### config.mk
export PLATFORM = sky130hd
export DESIGN_NAME = gsm_si1_cell_channel_parser_core
export DESIGN_NICKNAME = d
export VERILOG_FILES = /design/src/rtl/gsmsi1_pkg.sv /design/src/rtl/gsm_si1_cell_channel_parser_core.sv
export SDC_FILE = /design/constraint.sdc
export NUM_CORES = 1
export LEC_CHECK = 0
export BUFFER_PORTS_ARGS = -buffer_cell sky130_fd_sc_hd__clkbuf_2
export CAP_MARGIN = 5
export CORE_MARGIN = 2
export CORE_UTILIZATION = 29
export CTS_CLUSTER_SIZE = 16
export DETAILED_ROUTE_END_ITERATION = 6
export HOLD_SLACK_MARGIN = 0.06
export SLEW_MARGIN = 20
export SYNTH_ARGS = -nofsm -noshare
export SYNTH_HDL_FRONTEND = slang
export SYNTH_SLANG_ARGS = --single-unit
### constraint.sdc
create_clock -name clk -period 3.66 [get_ports clk]
set_clock_uncertainty 0.2 [all_clocks]
set_input_delay 0.183 -clock clk [delete_from_list [all_inputs] [get_ports clk]]
set_output_delay 0.183 -clock clk [all_outputs]
set_load 0.05 [all_outputs]
### src/rtl/gsmsi1_pkg.sv
package gsmsi1_pkg;

  // Message layout
  localparam int MESSAGE_BYTES_DEF = 23;
  localparam int BITMAP_BYTES      = 16;
  localparam int POS_W             = 5;
  localparam logic [POS_W-1:0] CCD_FIRST = 5'd3;
  localparam logic [POS_W-1:0] RACH_POS  = POS_W'(CCD_FIRST + BITMAP_BYTES);
  localparam logic [7:0] SI1_TYPE   = 8'h19;
  localparam logic [7:0] MAX_ARFCN  = 8'd124;

  // Cell channel description format codes
  localparam logic [7:0] FMT_BITMAP0  = 8'd0;
  localparam logic [7:0] FMT_VARIABLE = 8'd1;
  localparam logic [7:0] FMT_R128     = 8'd7;
  localparam logic [7:0] FMT_R256     = 8'd8;
  localparam logic [7:0] FMT_R512     = 8'd9;
  localparam logic [7:0] FMT_R1024    = 8'd10;
  localparam logic [7:0] FMT_RESERVED = 8'd15;

  typedef enum logic [2:0] {
    KIND_LENGTH    = 3'd0,
    KIND_DISCRIM   = 3'd1,
    KIND_MSG_TYPE  = 3'd2,
    KIND_FORMAT    = 3'd3,
    KIND_ARFCN     = 3'd4,
    KIND_RACH      = 3'd5,
    KIND_EMERGENCY = 3'd6
  } kind_t;

  typedef struct packed {
    logic [7:0] msg_byte;
    logic       start_of_message;
  } msg_req_t;

  typedef struct packed {
    kind_t      kind;
    logic [7:0] value;
    logic [3:0] skip_indicator;
    logic [2:0] max_retrans;
    logic [5:0] tx_integer;
    logic       cell_barred;
    logic       reestablish_not_allowed;
    logic       emergency_restricted;
    logic       last_of_byte;
  } res_req_t;

  // Format ID from the first description byte
  function automatic logic [7:0] classify(input logic [7:0] b);
    logic [7:0] f;
    if (b[7:6] == 2'b00) begin
      f = FMT_BITMAP0;
    end else if (b[7:6] != 2'b10) begin
      f = FMT_RESERVED;
    end else if (!b[3]) begin
      f = FMT_R1024;
    end else begin
      case (b[2:1])
        2'd0:    f = FMT_R512;
        2'd1:    f = FMT_R256;
        2'd2:    f = FMT_R128;
        default: f = FMT_VARIABLE;
      endcase
    end
    return f;
  endfunction

  function automatic logic [2:0] retrans_lookup(input logic [1:0] code);
    logic [2:0] r;
    case (code)
      2'd0:    r = 3'd1;
      2'd1:    r = 3'd2;
      2'd2:    r = 3'd4;
      default: r = 3'd7;
    endcase
    return r;
  endfunction

  function automatic logic [5:0] tx_lookup(input logic [3:0] code);
    logic [5:0] t;
    case (code)
      4'd0:    t = 6'd3;
      4'd1:    t = 6'd4;
      4'd2:    t = 6'd5;
      4'd3:    t = 6'd6;
      4'd4:    t = 6'd7;
      4'd5:    t = 6'd8;
      4'd6:    t = 6'd9;
      4'd7:    t = 6'd10;
      4'd8:    t = 6'd11;
      4'd9:    t = 6'd12;
      4'd10:   t = 6'd14;
      4'd11:   t = 6'd16;
      4'd12:   t = 6'd20;
      4'd13:   t = 6'd25;
      4'd14:   t = 6'd32;
      default: t = 6'd50;
    endcase
    return t;
  endfunction

endpackage

### src/rtl/gsm_si1_cell_channel_parser_core.sv
// Accepted bytes go to the hold stage, their results then to the result register.
// Throughput: one result per cycle while res_stall is low; a byte causing n results
// holds the input until its last leaves the hold stage, up to eight for a bitmap byte.
// Reset (rst, synchronous): byte position to 0, type and format flags clear,
// hold and result stages emptied.
module gsm_si1_cell_channel_parser_core
  import gsmsi1_pkg::*;
#(
  parameter int MESSAGE_BYTES = MESSAGE_BYTES_DEF
) (
  input  logic     clk,
  input  logic     rst,
  input  logic     msg_valid,
  output logic     msg_stall,
  input  msg_req_t msg_req,
  output logic     res_valid,
  input  logic     res_stall,
  output res_req_t res_req
);

  // Parser state, advanced once per accepted byte
  logic [POS_W-1:0] byte_position, byte_position_next;
  logic             type_one_seen, type_one_seen_next;
  logic             bitmap_zero_format, bitmap_zero_format_next;

  // Decode of the incoming byte
  logic [POS_W-1:0] pos;
  logic [POS_W:0]   pos_inc;
  logic [3:0]       bm_idx;
  logic [7:0]       b;
  logic             hdr_new;
  res_req_t         hdr_res_new;
  logic [7:0]       mask_new;
  logic [7:0]       base_new;
  logic             accept;

  // Hold stage: one byte's results awaiting serialisation
  logic             h_valid;
  logic             h_hdr;
  res_req_t         h_res;
  logic [7:0]       h_mask;
  logic [7:0]       h_base;

  // Emission
  logic             emit;
  logic             emit_last;
  logic [2:0]       bit_idx;
  logic [7:0]       rem_mask;
  res_req_t         emit_res;

  assign accept = msg_valid && !msg_stall;

  always_comb begin
    b        = msg_req.msg_byte;
    pos      = msg_req.start_of_message ? '0 : byte_position;
    bm_idx   = 4'(pos - CCD_FIRST);
    base_new = {1'b0, 4'(4'(BITMAP_BYTES - 1) - bm_idx), 3'b000} + 8'd1;

    hdr_new                 = 1'b0;
    hdr_res_new             = '0;
    mask_new                = '0;
    type_one_seen_next      = type_one_seen;
    bitmap_zero_format_next = bitmap_zero_format;

    if (pos == POS_W'(0)) begin
      hdr_new           = 1'b1;
      hdr_res_new.kind  = KIND_LENGTH;
      hdr_res_new.value = b;
    end else if (pos == POS_W'(1)) begin
      hdr_new                    = 1'b1;
      hdr_res_new.kind           = KIND_DISCRIM;
      hdr_res_new.value          = {4'd0, b[3:0]};
      hdr_res_new.skip_indicator = b[7:4];
    end else if (pos == POS_W'(2)) begin
      hdr_new                 = 1'b1;
      hdr_res_new.kind        = KIND_MSG_TYPE;
      hdr_res_new.value       = b;
      type_one_seen_next      = (b == SI1_TYPE);
      bitmap_zero_format_next = 1'b0;
    end else if (type_one_seen) begin
      if (pos >= CCD_FIRST && pos < RACH_POS) begin
        if (pos == CCD_FIRST) begin
          hdr_new                 = 1'b1;
          hdr_res_new.kind        = KIND_FORMAT;
          hdr_res_new.value       = classify(b);
          bitmap_zero_format_next = (classify(b) == FMT_BITMAP0);
        end
        // ARFCNs above 124 are spare bits and are dropped
        for (int j = 0; j < 8; j++) begin
          mask_new[j] = bitmap_zero_format_next && b[j] &&
                        ((base_new + 8'(j)) <= MAX_ARFCN);
        end
      end else if (pos == RACH_POS) begin
        hdr_new                             = 1'b1;
        hdr_res_new.kind                    = KIND_RACH;
        hdr_res_new.max_retrans             = retrans_lookup(b[7:6]);
        hdr_res_new.tx_integer              = tx_lookup(b[5:2]);
        hdr_res_new.cell_barred             = b[1];
        hdr_res_new.reestablish_not_allowed = b[0];
      end else if (pos == POS_W'(RACH_POS + POS_W'(1))) begin
        hdr_new                          = 1'b1;
        hdr_res_new.kind                 = KIND_EMERGENCY;
        hdr_res_new.emergency_restricted = b[2];
      end
    end

    // Wrap at end of message
    pos_inc            = {1'b0, pos} + (POS_W + 1)'(1);
    byte_position_next = (pos_inc >= (POS_W + 1)'(MESSAGE_BYTES)) ? '0 : pos_inc[POS_W-1:0];
  end

  // Lowest pending ARFCN bit; header result always goes first
  always_comb begin
    bit_idx = '0;
    for (int j = 7; j >= 0; j--) begin
      if (h_mask[j]) begin
        bit_idx = 3'(j);
      end
    end
    rem_mask          = h_mask;
    rem_mask[bit_idx] = 1'b0;

    emit      = h_valid && (!res_valid || !res_stall);
    emit_last = h_hdr ? (h_mask == '0) : (rem_mask == '0);

    if (h_hdr) begin
      emit_res = h_res;
    end else begin
      emit_res       = '0;
      emit_res.kind  = KIND_ARFCN;
      emit_res.value = h_base + {5'd0, bit_idx};
    end
    emit_res.last_of_byte = emit_last;
  end

  // Input waits while the hold stage is occupied, unless its final result leaves now
  assign msg_stall = h_valid && !(emit && emit_last);

  always_ff @(posedge clk) begin
    if (rst) begin
      byte_position      <= '0;
      type_one_seen      <= 1'b0;
      bitmap_zero_format <= 1'b0;
    end else if (accept) begin
      byte_position      <= byte_position_next;
      type_one_seen      <= type_one_seen_next;
      bitmap_zero_format <= bitmap_zero_format_next;
    end
  end

  always_ff @(posedge clk) begin
    if (rst) begin
      h_valid <= 1'b0;
      h_hdr   <= 1'b0;
    end else if (accept) begin
      h_valid <= hdr_new || (mask_new != '0);
      h_hdr   <= hdr_new;
    end else if (emit) begin
      h_valid <= !emit_last;
      h_hdr   <= 1'b0;
    end
  end

  always_ff @(posedge clk) begin
    if (accept) begin
      h_res  <= hdr_res_new;
      h_mask <= mask_new;
      h_base <= base_new;
    end else if (emit && !h_hdr) begin
      h_mask <= rem_mask;
    end
  end

  // Result register
  always_ff @(posedge clk) begin
    if (rst) begin
      res_valid <= 1'b0;
    end else if (emit) begin
      res_valid <= 1'b1;
    end else if (!res_stall) begin
      res_valid <= 1'b0;
    end
  end

  always_ff @(posedge clk) begin
    if (emit) begin
      res_req <= emit_res;
    end
  end

  // Checks
  a_stall_only_busy : assert property (@(posedge clk) disable iff (rst)
    msg_stall |-> h_valid)
    else $error("input stalled with empty hold stage");

  a_hold_not_empty : assert property (@(posedge clk) disable iff (rst)
    h_valid |-> (h_hdr || h_mask != '0))
    else $error("hold stage valid with nothing to emit");

  a_last_drains : assert property (@(posedge clk) disable iff (rst)
    (emit && emit_last && !accept) |=> !h_valid)
    else $error("hold stage not cleared after final result");

  a_pos_range : assert property (@(posedge clk) disable iff (rst)
    (POS_W + 1)'(byte_position) < (POS_W + 1)'(MESSAGE_BYTES))
    else $error("byte position beyond message length");

endmodule

==> results of run 1 <==
## synthesized netlist by cell type (all sizes together), types with 3 or more instances
library cell / number / area [µm²]
edfxtp: 67 / 2010
nor2: 39 / 146
nand2: 31 / 119
and2: 26 / 163
o21ai: 23 / 115
inv: 17 / 63.8
clkbuf: 16 / 60.1
a21oi: 15 / 75.1
ha: 15 / 188
nand3: 13 / 65.1
dfxtp: 10 / 200
nor3: 10 / 50.1
nor2b: 6 / 37.5
a31oi: 5 / 31.3
nand2b: 5 / 31.3
xor2: 5 / 43.8
a211oi: 4 / 30.0
and3: 4 / 25.0
nor4: 4 / 40.0
o31ai: 4 / 30.0
or4: 4 / 30.0
a21o: 3 / 22.5
a311oi: 3 / 26.3
nand4: 3 / 18.8
o2bb2ai: 3 / 26.3
o31a: 3 / 26.3
xnor2: 3 / 26.3
## worst paths after layout
| check | cells past startpoint | endpoint | slack (ns) | startpoint |
|---|---|---|---|---|
| hold / removal | 2 | h_res[20] | 0.10 | msg_req[4] |
| setup reg to reg | 9 | h_mask[6] | 0.60 | byte_position[0] |
| setup / recovery | 9 | h_mask[6] | 0.60 | byte_position[0] |
| hold reg to reg | 1 | res_req[27] | 0.30 | h_res[27] |
## layout by cell type (no fill, tap or decap), drive strengths merged, types with 4 or more instances in the layout
master / instances
dlygate4sd3: 8
and2: 26
inv: 18
buf: 4
nand2b: 5
clkbuf: 52
nand2: 31
nor2b: 6
dfxtp: 10
a211oi: 4
nor2: 39
o21ai: 23
o31ai: 4
or4: 4
ha: 15
a31oi: 5
a21oi: 15
xor2: 5
edfxtp: 67
nor3: 10
nand3: 13
and3: 4
nor4: 4
## kinds of logic after synthesis
logic type / share of synthesized area
AOI/OAI and AO/OA: 0.131
xor gates and xnor gates: 0.0176
adders and majority gates: 0.0471
buffers and inverters: 0.0367
DFF: 0.555
muxes: 0.00784
and+or+nand+nor: 0.205
## layout make-up
type,instances,share of cell area
tap,176,0.0463
inverter,18,0.0142
multi-input combinational,262,0.342
timing repair buffer,54,0.0699
clock buffer,10,0.0481
clock inverter,6,0.0147
sequential,77,0.465
## routing by layer
| metal | global-route usage | up-vias | routed length (µm) |
|---|---|---|---|
| li1 | - | 1466 | - |
| met1 | 0.155 | 1398 | 3900 |
| met2 | 0.199 | 113 | 4230 |
| met3 | 0.0216 | 20 | 559 |
| met4 | 0.0740 | 0 | 270 |
| met5 | 0 | - | 0 |
## through the flow
step	util	power [mW]	area (µm²)	cells	hold WS, ns
after floorplan	-	1.90	3990	375	0.127
after detailed placement	0.328	2.12	4380	579	0.258
after global placement	0.328	2.10	4380	579	0.247
after global routing	0.357	3.13	4760	603	0.105
after CTS	0.357	3.03	4760	603	0.0824
final	0.357	3.00	4760	603	0.101
## sequential cells by signal (all words and copies together), names as in the netlist
register / count
res_valid: 1
byte_position: 5
h_res: 27
h_mask: 8
type_one_seen: 1
bitmap_zero_format: 1
h_base: 4
h_valid: 1
h_hdr: 1
res_req: 28
## power by group
part	switching, mW	internal (mW)
sequential	0.111	1.20
combinational	0.572	0.230
clock	0.361	0.533
==> impl_metrics.py, run 1 <==
metrics = {
    "outcome": {
        "outcome": "finished clean",
    },
    "sta": {
        "slew_headroom": 0.328,
        "tightest_slew_ns": 1.00,
        "worst_slack_ns": 0.601,
        "fin_tns_setup_ns": 0,
        "final.period_utilization": 0.836,
        "slew_violations": 0,
        "rsz0062_at_grt": "false",
        "timing_hold_violations_final": 0,
        "max_freq_ghz": 0.327,
        "period_minus_slack_ns": 3.06,
        "setup_viol": 0,
    },
    "layout": {
        "multiInputGateArea_um2": 1630,
        "final_nets": 450,
        "areaGrowthSynthToFinish_pct": 19.4,
        "num-fill-cells": 1366,
        "register_area_um2": 2210,
        "diodes": 0,
        "drive_gt1_frac": 0.157,
    },
    "power_and_ir_drop": {
        "p_leak_nw": 1.75,
        "ir_drop_mv": 0.244,
        "pwr_density_cell_nw_per_um2": 631,
    },
    "grt": {
        "grt_max_degree": 32,
        "grt_pass1_wl_um": 13700,
        "antenna_found_initial": 0,
        "grt_pass1_vias": 2743,
        "track_usage": 0.124,
        "grt_overflow": 0,
    },
    "clock_tree": {
        "postCtsSetupBuffers": 0,
        "cts_tree": "yes",
        "numCtsBuffers": 9,
        "cts_root_buffer": "clkbuf_16",
        "clock-sinks": 77,
        "path_clk_slew_ns": 0.06,
        "cts_hold_buf": 8,
        "cts.path.max_buffers": 2,
        "insertion_delay_ns": 0.34,
        "cts.htree.levels": 3,
        "cts.repair.resized": 0,
    },
    "synthesis": {
        "synth_warnings": 0,
        "ys_seq_area_frac": 0.555,
        "synth_async_sr_flop_share": 0,
        "yosys.cell_types.count": 55,
        "synth_ff_type": "edfxtp_1",
        "syn_nets": 403,
        "ys_ff_latch": 77,
        "synth_edf_count": 67,
        "syn_area_um2": 3990,
        "postSynthCellCount": 375,
        "syn-mean-instance-area_um2": 10.6,
    },
    "die": {
        "dieArea_um2": 14700,
        "start_util": 0.299,
        "die_x_um": 121,
        "fp-row-count": 42,
        "coreArea_um2": 13300,
        "io_pins": 43,
        "die_h_um": 121,
    },
    "hold_path": {
        "min_path_type": "primary input to flip-flop",
    },
    "job": {
        "maxCapViolCount": 0,
    },
    "placement": {
        "io_buffers": 42,
        "gp_congestion": 0.897,
        "dp_hpwl_um": 6720,
        "preCtsSetupSlack_ns": 0.670,
    },
    "drt": {
        "drtIter0Drc": 177,
        "wirelength_um": 8970,
        "via_count": 2997,
        "avgRoutedWirePerCell_um": 14.9,
        "ant_nets": 0,
        "drc": 0,
        "drt_first_pass_iters": 4,
        "viasPerCell": 4.97,
    },
    "worst_setup_path": {
        "critPathKind": "flip-flop to flip-flop",
        "crit_slowest_cell": "or3_1",
        "crit_buf_inv": 1,
        "path_cells": "nor2b_1 -> inv_1 -> ha_1 -> or3_1 -> nor2_1 -> o21ai_0 -> a21oi_1 -> nand2_1 -> o31ai_1",
        "endpoint_kind": "flip-flop",
        "cp-start-kind": "flip-flop",
        "path_max_fanout": 9,
        "cpPeakStageDelay_ns": 0.43,
        "critPathRequiredTime_ns": 3.61,
        "crit_arrival_ns": 3.01,
        "cp_top_family": "simple AND/OR/NAND/NOR gates",
    },
}
Note: power is estimated with default switching activity, not from simulation.
==> run 2: changes to the inputs <==
Clock period 3.66 ns to 3.1 ns, I/O delays scaled along.
==> impl_metrics.py, run 2 (synthesized netlist as in run 1, its figures left out) <==
metrics = {
    "drt": {
        "viasPerCell": 4.96,
        "drt_first_pass_iters": 5,
        "via_count": 3011,
        "ant_nets": 0,
        "wirelength_um": 9000,
        "avgRoutedWirePerCell_um": 14.8,
        "drtIter0Drc": 168,
        "drc": 0,
    },
    "placement": {
        "io_buffers": 42,
        "gp_congestion": 0.893,
        "dp_hpwl_um": 6610,
        "dp.cells": 584,
        "preCtsSetupSlack_ns": 0.190,
    },
    "die": {
        "start_util": 0.299,
        "io_pins": 43,
        "dieArea_um2": 14700,
        "fp-row-count": 42,
        "die_h_um": 121,
        "die_x_um": 121,
        "coreArea_um2": 13300,
    },
    "clock_tree": {
        "clock-sinks": 77,
        "cts_root_buffer": "clkbuf_16",
        "cts.htree.levels": 3,
        "postCtsSetupBuffers": 0,
        "path_clk_slew_ns": 0.05,
        "insertion_delay_ns": 0.33,
        "numCtsBuffers": 9,
        "cts_tree": "yes",
        "cts.path.max_buffers": 2,
    },
    "hold_path": {
        "min_path_type": "primary input to flip-flop",
        "min_delay_path_depth": 2,
    },
    "layout": {
        "diodes": 0,
        "layout_common_cells": "67 x edfxtp_1, 42 x clkbuf_2, 39 x nor2_1, 30 x nand2_1, 26 x and2_1",
        "num-fill-cells": 1356,
        "largest_register_ffs": 28,
        "largest_register": "res_req",
        "fin_cells": 607,
        "reg_top3": "res_req: 28 flops, h_res: 27 flops, h_mask: 8 flops",
        "final_common_cell": "edfxtp_1",
        "final_nets": 455,
        "areaGrowthSynthToFinish_pct": 21.3,
        "drive_gt1_frac": 0.172,
    },
    "grt": {
        "grt_pass1_wl_um": 14400,
        "grt_pass1_vias": 2847,
        "grt_max_degree": 36,
        "track_usage": 0.126,
        "antenna_found_initial": 0,
        "grt_overflow": 0,
    },
    "sta": {
        "final.period_utilization": 0.910,
        "slew_violations": 0,
        "period_minus_slack_ns": 2.82,
        "setup_viol": 0,
        "tightest_slew_ns": 0.784,
        "slew_headroom": 0.474,
        "max_freq_ghz": 0.355,
        "fin_tns_setup_ns": 0,
        "timing_hold_violations_final": 0,
        "rsz0062_at_grt": "false",
        "worst_slack_ns": 0.280,
    },
    "power_and_ir_drop": {
        "p_leak_nw": 1.81,
        "ir_drop_mv": 0.273,
        "pwr_density_cell_nw_per_um2": 759,
    },
    "worst_setup_path": {
        "crit_arrival_ns": 2.58,
        "critPathRequiredTime_ns": 2.86,
        "cp-start-kind": "flip-flop",
        "path_max_fanout": 8,
        "worst-r2r-cell-count": 6,
        "critPathKind": "flip-flop to flip-flop",
        "endpoint_kind": "flip-flop",
    },
    "outcome": {
        "outcome": "finished clean",
    },
    "job": {
        "maxCapViolCount": 0,
    },
}
[run 2: cell count changes in the layout (fill, tap and decap cells not counted), sizes merged]
cell / before / now
clkinvlp: 3 / 0
clkinv: 2 / 3
inv: 18 / 17
bufinv: 1 / 3
buf: 4 / 9
[run 2: power breakdown]
group          switching (mW)  internal [mW]  total (mW)
Combinational           0.683          0.286       0.969
Clock                   0.388          0.779        1.17
Sequential              0.124           1.41        1.53
Total                    1.19           2.47        3.67
[run 2: per-stage QoR]
| step | total power [mW] | hold slack [ns] | area (µm²) | util |
|---|---|---|---|---|
| after detailed placement | 2.52 | 0.232 | 4420 | 0.331 |
| after CTS | 3.71 | 0.0781 | 4830 | 0.362 |
| final | 3.67 | 0.0990 | 4840 | 0.362 |
| after global placement | 2.49 | 0.208 | 4420 | 0.331 |
| after global routing | 3.85 | 0.124 | 4840 | 0.362 |
| after floorplan | 2.25 | 0.0991 | 3990 | - |
[run 2: repair_timing]
action / in CTS / in global routing
hold buffers: 8 / 0
setup endpoints to repair: 0 / 7
gates resized for setup: 0 / 3
endpoints found under the hold margin: 12 / 0
[run 2: path summary, 6_finish.rpt]
kind	from	end	slack, ns
setup / recovery	h_mask[0]	h_mask[4]	0.28
hold reg to reg	h_res[27]	res_req[27]	0.29
setup reg to reg	h_mask[0]	h_mask[4]	0.28
hold / removal	msg_req[4]	h_res[20]	0.1
[run 2: worst max-delay path, cell delays in order (launching register included)]
cell and delay (ns):
edfxtp_1 0.52, nor4_4 0.36, nand3b_1 0.13, a2111oi_2 0.43, a22oi_1 0.19, buf_4 0.19
o21ai_1 0.42
[run 2: layer usage]
metal,global-route usage,vias up,routed length (µm)
met5,0,-,0
met4,0.0596,0,188
met3,0.0258,12,414
met2,0.206,87,4410
met1,0.160,1445,3990
li1,-,1467,-
[run 2: final cells by class]
cell class / instances / area, µm² / area share
Clock inverter: 5 / 100 / 0.0207
Sequential cell: 77 / 2210 / 0.457
Multi-Input combinational cell: 262 / 1640 / 0.339
Inverter: 18 / 67.6 / 0.0140
Timing Repair Buffer: 59 / 370 / 0.0766
Tap cell: 176 / 220 / 0.0455
Clock buffer: 10 / 229 / 0.0473
